### src/hw/rtl/imu_collision_detector_core_defines.svh
// ---------------------------------------------------------------------------
// IMU collision detector assertion macros
// Concurrent assertion helpers; compiled out when SYNTH is defined.
// ---------------------------------------------------------------------------
`ifndef IMU_COLLISION_DETECTOR_CORE_DEFINES_SVH
`define IMU_COLLISION_DETECTOR_CORE_DEFINES_SVH

`ifndef SYNTH
// Property checked on every clock edge outside reset.
`define IMUCD_ASSERT(lbl, prop, msg) \
  lbl: assert property (@(posedge clk_i) disable iff (!rst_ni) (prop)) else $error(msg);
// Condition in the cycle after the antecedent.
`define IMUCD_ASSERT_NEXT(lbl, ante, cons, msg) \
  `IMUCD_ASSERT(lbl, (ante) |=> (cons), msg)
`else
`define IMUCD_ASSERT(lbl, prop, msg)
`define IMUCD_ASSERT_NEXT(lbl, ante, cons, msg)
`endif

`endif

### src/hw/rtl/imucd_pkg.sv
// ---------------------------------------------------------------------------
// IMU collision detector package
// Register indexes, reset values, shock codes and the result layout.
// ---------------------------------------------------------------------------
package imucd_pkg;

  localparam int unsigned InDataW  = 32;
  localparam int unsigned OutDataW = 56;
  localparam int unsigned CfgIdxW  = 3;
  localparam int unsigned CfgDataW = 18;

  typedef enum logic [CfgIdxW-1:0] {
    CFG_ACCEL_OFFSET = 3'd0,
    CFG_ACCEL_SHOCK  = 3'd1,
    CFG_ACCEL_BLOCK  = 3'd2,
    CFG_GYRO_SHOCK   = 3'd3,
    CFG_YAW_GAIN     = 3'd4,
    CFG_BLOCK_WAIT   = 3'd5
  } cfg_idx_e;

  typedef enum logic [1:0] {
    SHOCK_NONE  = 2'b00,
    SHOCK_RIGHT = 2'b01,
    SHOCK_LEFT  = 2'b10,
    SHOCK_FRONT = 2'b11
  } shock_e;

  localparam logic signed [10:0] AccelOffsetRst = 11'sd0;
  localparam logic signed [13:0] AccelShockRst  = -14'sd200;
  localparam logic signed [13:0] AccelBlockRst  = 14'sd40;
  localparam logic [17:0]        GyroShockRst   = 18'd100;
  localparam logic [17:0]        YawGainRst     = 18'd3277;
  localparam logic [3:0]         BlockWaitRst   = 4'd6;

  localparam logic [3:0] SampleCntMax = 4'd15;

  // floor(x / 100) == (x * Div100Magic) >> Div100Shift for any 32-bit x
  localparam logic [31:0] Div100Magic = 32'h51EB_851F;
  localparam int unsigned Div100Shift = 37;
  localparam int unsigned YawQuotW    = 25;

  localparam logic signed [31:0] YawAccMax = 32'sh7FFF_FFFF;
  localparam logic signed [31:0] YawAccMin = 32'sh8000_0000;

  // result item, first field in the high bits
  typedef struct packed {
    logic signed [13:0] min_accel;
    logic [12:0]        max_accel;
    logic signed [25:0] yaw_degrees;
    logic               blocked;
    shock_e             shock_code;
  } result_t;

endpackage

### src/hw/rtl/imu_collision_detector_core.sv
// ---------------------------------------------------------------------------
// IMU collision detector core
// Yaw integration, acceleration extremes, shock and blocked detection.
// ---------------------------------------------------------------------------
// One request in, one result out. A sample request carries forward
// acceleration (1/100 m/s^2) and yaw rate (1/100 deg/s); a begin request
// (tuser = 1) clears yaw, extremes, shock code, blocked flag and sample
// count. Every request returns the state left after it. The block is a
// five-register pipeline (input, step multiply, state update, divide by
// 100, output) and takes one request per clock unless the output stalls.
// The yaw accumulator, the extremes and the latches close their loop in the
// single state-update stage, which is what lets requests follow back to
// back. The 19x18 step-angle multiply and the 32x32 reciprocal multiply for
// the divide by 100 each sit alone between registers. Backpressure ripples
// back through per-stage ready terms, so the input keeps taking requests while
// a result waits, until every stage is full. The user writes configuration
// only while the pipeline is empty; the block does not enforce it.
// ---------------------------------------------------------------------------
`include "imu_collision_detector_core_defines.svh"

module imu_collision_detector_core (
  input  logic                           clk_i,
  input  logic                           rst_ni,
  // configuration write port
  input  logic                           cfg_we_i,
  input  logic [imucd_pkg::CfgIdxW-1:0]  cfg_idx_i,
  input  logic [imucd_pkg::CfgDataW-1:0] cfg_data_i,
  // request stream
  input  logic                           s_axis_tvalid,
  output logic                           s_axis_tready,
  input  logic [imucd_pkg::InDataW-1:0]  s_axis_tdata,  // accel_forward[12:0], yaw_rate[31:13]
  input  logic                           s_axis_tuser,  // cmd
  // result stream
  output logic                           m_axis_tvalid,
  input  logic                           m_axis_tready,
  output logic [imucd_pkg::OutDataW-1:0] m_axis_tdata   // shock_code[1:0], blocked[2],
                                                        // yaw_degrees[28:3],
                                                        // max_accel[41:29],
                                                        // min_accel[55:42]
);
  import imucd_pkg::*;

  // ---------------- configuration registers ----------------
  logic signed [10:0] accel_offset_q;
  logic signed [13:0] accel_shock_q;
  logic signed [13:0] accel_block_q;
  logic [17:0]        gyro_shock_q;
  logic [17:0]        yaw_gain_q;
  logic [3:0]         block_wait_q;

  always_ff @(posedge clk_i or negedge rst_ni) begin
    if (!rst_ni) begin
      accel_offset_q <= AccelOffsetRst;
      accel_shock_q  <= AccelShockRst;
      accel_block_q  <= AccelBlockRst;
      gyro_shock_q   <= GyroShockRst;
      yaw_gain_q     <= YawGainRst;
      block_wait_q   <= BlockWaitRst;
    end else if (cfg_we_i) begin
      case (cfg_idx_i)
        CFG_ACCEL_OFFSET: accel_offset_q <= cfg_data_i[10:0];
        CFG_ACCEL_SHOCK:  accel_shock_q  <= cfg_data_i[13:0];
        CFG_ACCEL_BLOCK:  accel_block_q  <= cfg_data_i[13:0];
        CFG_GYRO_SHOCK:   gyro_shock_q   <= cfg_data_i;
        CFG_YAW_GAIN:     yaw_gain_q     <= cfg_data_i;
        CFG_BLOCK_WAIT:   block_wait_q   <= cfg_data_i[3:0];
        default: ;  // unknown index: ignored
      endcase
    end
  end

  // ---------------- handshake chain ----------------
  logic a_valid_q, b_valid_q, c_valid_q, d_valid_q, m_valid_q;
  logic b_ready, c_ready, d_ready, e_ready;
  logic in_fire, b_load, c_load, d_load, e_load;

  assign e_ready       = !m_valid_q || m_axis_tready;
  assign d_ready       = !d_valid_q || e_ready;
  assign c_ready       = !c_valid_q || d_ready;
  assign b_ready       = !b_valid_q || c_ready;
  assign s_axis_tready = !a_valid_q || b_ready;

  assign in_fire = s_axis_tvalid && s_axis_tready;
  assign b_load  = b_ready && a_valid_q;
  assign c_load  = c_ready && b_valid_q;
  assign d_load  = d_ready && c_valid_q;
  assign e_load  = e_ready && d_valid_q;

  always_ff @(posedge clk_i or negedge rst_ni) begin
    if (!rst_ni) begin
      a_valid_q <= 1'b0;
      b_valid_q <= 1'b0;
      c_valid_q <= 1'b0;
      d_valid_q <= 1'b0;
      m_valid_q <= 1'b0;
    end else begin
      if (s_axis_tready) a_valid_q <= s_axis_tvalid;
      if (b_ready)       b_valid_q <= a_valid_q;
      if (c_ready)       c_valid_q <= b_valid_q;
      if (d_ready)       d_valid_q <= c_valid_q;
      if (e_ready)       m_valid_q <= d_valid_q;
    end
  end

  // ---------------- stage A: input register ----------------
  logic               a_cmd_q;
  logic signed [12:0] a_accel_q;
  logic signed [18:0] a_rate_q;

  always_ff @(posedge clk_i) begin
    if (in_fire) begin
      a_cmd_q   <= s_axis_tuser;
      a_accel_q <= s_axis_tdata[12:0];
      a_rate_q  <= s_axis_tdata[31:13];
    end
  end

  // ---------------- stage B: step multiply, adjusted accel ----------------
  logic               rate_neg;
  logic [18:0]        rate_mag;
  logic [36:0]        step_prod_d;
  logic signed [13:0] adj_d;

  assign rate_neg    = a_rate_q[18];
  assign rate_mag    = rate_neg ? (~a_rate_q + 19'd1) : a_rate_q;
  assign step_prod_d = 37'(rate_mag) * 37'(yaw_gain_q);
  // range stays inside 14 signed bits
  assign adj_d = {{3{accel_offset_q[10]}}, accel_offset_q} - {a_accel_q[12], a_accel_q};

  logic               b_cmd_q;
  logic               b_neg_q;
  logic [36:0]        b_prod_q;
  logic signed [13:0] b_adj_q;

  always_ff @(posedge clk_i) begin
    if (b_load) begin
      b_cmd_q  <= a_cmd_q;
      b_neg_q  <= rate_neg;
      b_prod_q <= step_prod_d;
      b_adj_q  <= adj_d;
    end
  end

  // ---------------- stage C: state update ----------------
  logic signed [31:0] yaw_accum_q;
  shock_e             shock_q;
  logic               blocked_q;
  logic signed [13:0] accel_max_q;
  logic signed [13:0] accel_min_q;
  logic [3:0]         sample_cnt_q;

  logic [20:0]        step_mag;
  logic signed [32:0] step_ext;
  logic signed [32:0] yaw_sum;
  logic signed [31:0] yaw_d;
  logic               step_big;
  shock_e             shock_d;
  logic [3:0]         cnt_d;
  logic signed [13:0] max_d;
  logic signed [13:0] min_d;
  logic               blocked_d;

  assign step_mag = b_prod_q[36:16];  // truncates toward zero on the magnitude
  assign step_ext = b_neg_q ? -$signed({12'd0, step_mag}) : $signed({12'd0, step_mag});
  assign yaw_sum  = {yaw_accum_q[31], yaw_accum_q} + step_ext;
  assign step_big = step_mag > {3'd0, gyro_shock_q};

  always_comb begin
    // saturate when the carry disagrees with the sign
    if (yaw_sum[32] != yaw_sum[31]) begin
      yaw_d = yaw_sum[32] ? YawAccMin : YawAccMax;
    end else begin
      yaw_d = yaw_sum[31:0];
    end

    cnt_d = (sample_cnt_q == SampleCntMax) ? sample_cnt_q : sample_cnt_q + 4'd1;
    max_d = (b_adj_q > accel_max_q) ? b_adj_q : accel_max_q;
    min_d = (b_adj_q < accel_min_q) ? b_adj_q : accel_min_q;

    // earlier checks win: left over frontal over right
    if (step_big && !b_neg_q) begin
      shock_d = SHOCK_LEFT;
    end else if (b_adj_q < accel_shock_q) begin
      shock_d = SHOCK_FRONT;
    end else if (step_big && b_neg_q) begin
      shock_d = SHOCK_RIGHT;
    end else begin
      shock_d = shock_q;
    end

    blocked_d = blocked_q || ((cnt_d >= block_wait_q) && (max_d < accel_block_q));
  end

  always_ff @(posedge clk_i or negedge rst_ni) begin
    if (!rst_ni) begin
      yaw_accum_q  <= '0;
      shock_q      <= SHOCK_NONE;
      blocked_q    <= 1'b0;
      accel_max_q  <= '0;
      accel_min_q  <= '0;
      sample_cnt_q <= '0;
    end else if (c_load) begin
      if (b_cmd_q) begin
        yaw_accum_q  <= '0;
        shock_q      <= SHOCK_NONE;
        blocked_q    <= 1'b0;
        accel_max_q  <= '0;
        accel_min_q  <= '0;
        sample_cnt_q <= '0;
      end else begin
        yaw_accum_q  <= yaw_d;
        shock_q      <= shock_d;
        blocked_q    <= blocked_d;
        accel_max_q  <= max_d;
        accel_min_q  <= min_d;
        sample_cnt_q <= cnt_d;
      end
    end
  end

  // ---------------- stage D: yaw / 100 by reciprocal ----------------
  logic        yaw_neg;
  logic [31:0] yaw_mag;
  logic [63:0] yaw_prod;

  assign yaw_neg  = yaw_accum_q[31];
  assign yaw_mag  = yaw_neg ? (~yaw_accum_q + 32'd1) : yaw_accum_q;
  assign yaw_prod = 64'(yaw_mag) * 64'(Div100Magic);

  logic [YawQuotW-1:0] d_quot_q;
  logic                d_neg_q;
  shock_e              d_shock_q;
  logic                d_blocked_q;
  logic [12:0]         d_max_q;
  logic signed [13:0]  d_min_q;

  always_ff @(posedge clk_i) begin
    if (d_load) begin
      d_quot_q    <= yaw_prod[Div100Shift +: YawQuotW];
      d_neg_q     <= yaw_neg;
      d_shock_q   <= shock_q;
      d_blocked_q <= blocked_q;
      d_max_q     <= accel_max_q[12:0];
      d_min_q     <= accel_min_q;
    end
  end

  // ---------------- stage E: output register ----------------
  result_t m_data_q;
  logic signed [25:0] yaw_deg_d;

  assign yaw_deg_d = d_neg_q ? -$signed({1'b0, d_quot_q}) : $signed({1'b0, d_quot_q});

  always_ff @(posedge clk_i) begin
    if (e_load) begin
      m_data_q.shock_code  <= d_shock_q;
      m_data_q.blocked     <= d_blocked_q;
      m_data_q.yaw_degrees <= yaw_deg_d;
      m_data_q.max_accel   <= d_max_q;
      m_data_q.min_accel   <= d_min_q;
    end
  end

  assign m_axis_tvalid = m_valid_q;
  assign m_axis_tdata  = m_data_q;

  // ---------------- assertions ----------------
  `IMUCD_ASSERT(a_max_nonneg, !accel_max_q[13], "accel max went negative")
  `IMUCD_ASSERT(a_min_nonpos, accel_min_q[13] || accel_min_q == '0, "accel min went positive")
  `IMUCD_ASSERT_NEXT(a_begin_clears, c_load && b_cmd_q,
    yaw_accum_q == '0 && shock_q == SHOCK_NONE && !blocked_q && sample_cnt_q == '0,
    "begin request did not clear state")
  `IMUCD_ASSERT_NEXT(a_blocked_sticky, blocked_q && !(c_load && b_cmd_q), blocked_q,
    "blocked flag dropped without begin")
  `IMUCD_ASSERT(a_ready_when_drained, !m_valid_q |-> s_axis_tready,
    "input stalled with empty output register")

endmodule

### config.mk
export PLATFORM = sky130hd
export DESIGN_NAME = imu_collision_detector_core
export DESIGN_NICKNAME = d
export VERILOG_FILES = /design/src/hw/rtl/imucd_pkg.sv /design/src/hw/rtl/imu_collision_detector_core.sv
export VERILOG_INCLUDE_DIRS = /design/src /design/src/hw/rtl
export SDC_FILE = /design/constraint.sdc
export NUM_CORES = 2
export LEC_CHECK = 0
export BUFFER_PORTS_ARGS = -buffer_cell sky130_fd_sc_hd__buf_2
export CAP_MARGIN = 25
export CELL_PAD_IN_SITES_DETAIL_PLACEMENT = 1
export CELL_PAD_IN_SITES_GLOBAL_PLACEMENT = 1
export CORE_UTILIZATION = 47
export DETAILED_ROUTE_END_ITERATION = 10
export PLACE_DENSITY_LB_ADDON = 0.05
export SKIP_CTS_REPAIR_TIMING = 1
export SLEW_MARGIN = 20
export SYNTH_ARGS = -nofsm -noshare
export SYNTH_HDL_FRONTEND = slang
export SYNTH_SLANG_ARGS = --single-unit
### constraint.sdc
create_clock -name clk_i -period 8.5 [get_ports clk_i]
set_clock_uncertainty 0.2 [all_clocks]
set_input_delay 1.275 -clock clk_i [delete_from_list [all_inputs] [get_ports clk_i]]
set_output_delay 1.275 -clock clk_i [all_outputs]
set_load 0.01 [all_outputs]
==> results by group <==
Finish
  • Layout cell share with drive strength beyond 1: 18.35%
  • Final core occ: 55.55%
  • Post-route cell area: 51770 um2
  • Most frequent cells in the layout: 1022 x inv_1, 623 x fa_1, 588 x ha_1, 414 x buf_4, 389 x nand2_1
  • Final nets: 6153
  • Commonest non-fill, non-tap cell in the layout: inv_1
  • Area grow syn2layout: 17.33%

Run status
  • Violated checks: setup timing
  • Status: complete, but fails checks

Timing
  • Fin. Hold Viols: 0
  • Slew HR: 24.44%
  • Slew Viols, Final: 0
  • Fmax: 0.1108 GHz
  • Worst slew pin tran: 1.122 ns
  • Min Tclk post-route: 9.027 ns
  • Fin crit share: 106.2%
  • RSZ-0062 raised after global routing: true
  • Worst setup margin: -0.5269 ns
  • Final-report setup violation count: 22

Critical path
  • Worst Setup Start Kind: flip-flop
  • Crit path max fanout: 6
  • Crit. End Element: flip-flop
  • CP max stage cell: fa_1
  • Worst EP required: 8.65 ns
  • Most common cell on crit path: fa_1
  • Max incr delay on CP: 0.55 ns
  • Crit path DAT: 9.17 ns
  • CP Class: reg -> reg

Clock tree
  • CTS root buffer: clkbuf_16
  • CTS tree: done
  • CTS sink cnt: 333
  • Clock transition at path regs: 0.06 ns
  • H-tree Lvls: 2
  • Worst-Skew Late Latency: 0.60 ns
  • CTS Buffer Depth: 3
  • Num CTS Buffers: 41

Synthesis
  • Area share of the largest cell type after synthesis: 28.63%
  • Most common flop cell mapped by yosys: edfxtp_1
  • Ys async rst share: 45.35%
  • Synth cell types: 85
  • Largest family of logic cells by synthesized area: adder cells
  • Post-Synth Adder-Cell Area: 45.92%
  • Mapped Cells: 4358
  • Sequential area share after synthesis: 21.02%
  • Yosys top cell by area: fa_1
  • Post-synthesis cell area: 44120 um2
  • Post-synth EDFFs: 182
  • Synth Area in XOR/XNOR: 4.449%
  • Ys Warns: 0
  • Compound-Gate Fraction of Synth Area: 7.963%
  • Mux cell area share after synthesis: 1.727%
  • Synth area leaders: fa_1 29%, ha_1 17%, edfxtp_1 12%
  • Synthesized area per cell: 10.12 um2
  • Number of synthesized register bits: 333
  • Mapped Nets: 5656
  • Synth Area in Simple Gates: 9.060%

Global routing
  • First-pass GRT wire length: 201900 um
  • Initial antenna violation count: 1
  • Total track usage: 27.99%
  • Remaining global-route overflow: 0
  • Vias in the first global route: 35180
  • Largest net degree at the start of global routing: 62

Die
  • Die footprint: 95110 um2
  • Core ar.: 93190 um2
  • Die W: 308.4 um
  • Initial Utilization: 47.35%
  • Height of the die: 308.4 um
  • Top Ports: 117
  • # rows: 112

Drt
  • Antenna Nets Post-Route: 0
  • Drt via density: 5.205
  • Via count: 31970
  • Starting DRC count in detailed routing: 1364
  • Routed len/inst: 21.31 um
  • Final Routed Wirelength: 130900 um
  • DRC violations left: 0
  • DRT Pass-1 Iters: 4

Run
  • Max-Cap Viols: 0

Place
  • DP HPWL: 110000 um
  • Gpl congestion: 0.9271
  • PortBufs: 116
  • Area of placed instances: 49280 um2

Min path
  • Hold Crit Class: reg -> reg
==> state kept, by name, indices dropped and copies added, names as in the netlist, 2 cells and up <==
name	count
a_rate_q	19
d_shock_q	2
yaw_gain_q	18
accel_offset_q	11
accel_min_q	14
block_wait_q	4
m_axis_tdata	56
shock_q	2
yaw_accum_q	32
b_adj_q	14
d_quot_q	25
accel_shock_q	14
gyro_shock_q	18
sample_cnt_q	4
b_prod_q	21
d_min_q	14
d_max_q	13
accel_max_q	14
accel_block_q	14
a_accel_q	13
==> synth_stat cells, types with 16 or more instances <==
cell / number
a21o_1: 64
a21oi_1: 111
a221o_1: 34
a22o_1: 16
and2_1: 109
clkbuf_1: 89
dfrtp_1: 128
dfstp_2: 23
edfxtp_1: 182
fa_1: 631
ha_1: 608
inv_1: 1040
mux2_2: 65
nand2_1: 395
nand2b_1: 31
nand3_1: 31
nand4_1: 21
nor2_1: 94
nor2b_1: 23
nor3_1: 30
o21a_1: 23
o21ai_0: 126
o31ai_1: 25
o41ai_1: 17
or2_2: 16
or4_1: 16
xnor2_1: 164
xor2_1: 57
==> per-layer routing <==
metal  GRT usage (%)  vias to the layer above  wire (um)  share of wire, %
met4           7.000                        0       3560               2.7
met3           2.288                      138       4051               3.1
met2           50.21                      489      66950                51
met5               0                        -          0                 0
li1                -                    14880          -                 -
met1           36.34                    16460      56350                43
==> logic make-up after synthesis <==
| group | after synthesis |
|---|---|
| adders and majority gates | 1241 |
| buffers and inverters | 1150 |
| and+or+nand+nor | 824 |
| AOI/OAI and AO/OA | 520 |
| DFF | 333 |
| xor gates and xnor gates | 222 |
| muxes | 68 |
==> final cells by class <==
cell class | count | area (um2)
Inverter | 1048 | 3934
Multi-Input combinational cell | 2875 | 31470
Fill cell | 10340 | 41420
Clock inverter | 27 | 356.6
Antenna cell | 1 | 2.502
Timing Repair Buffer | 556 | 4081
Sequential cell | 333 | 9274
Clock buffer | 49 | 1086
Tap cell | 1254 | 1569
==> path summary, 6_finish.rpt <==
kind / start / to / slack, ns / cells after the start
min in group asynchronous: rst_ni / accel_min_q[7] / 0.38 / 1
max: yaw_accum_q[13] / d_quot_q[23] / -0.53 / 32
max in group asynchronous: rst_ni / accel_offset_q[3] / 6.49 / 2
min: d_min_q[2] / m_axis_tdata[44] / 0.22 / 0
min reg2reg: d_min_q[2] / m_axis_tdata[44] / 0.22 / 0
max reg2reg: yaw_accum_q[13] / d_quot_q[23] / -0.53 / 32
==> worst max-delay path: cells and delay by family (launching register included) <==
family | cells | cell delay [ns]
buffers and inverters | 7 | 0.65
flip-flops | 1 | 0.38
adder cells (fa/ha/maj) | 8 | 3.76
AND/OR/NAND/NOR | 7 | 2.09
AO/OA/AOI/OAI | 8 | 1.46
XOR/XNOR | 2 | 0.30
==> per-stage QoR <==
stage	setup TNS (ns)	hold WS (ns)	setup WS [ns]	cells
final	-7.331	0.2184	-0.5269	6143
after global routing	-13.80	0.2256	-0.7808	6143
after CTS	-15.71	0.2205	-0.8409	6110
after detailed placement	-15.44	0.2056	-0.8444	6034
after global placement	-12.17	0.2049	-0.7211	6033
after floorplan	-2.958	0.2003	-0.3974	4358
Power is left out: the tool's default activity adds up to more than one toggle a clock period on the data nets, which glitch-free logic cannot reach.
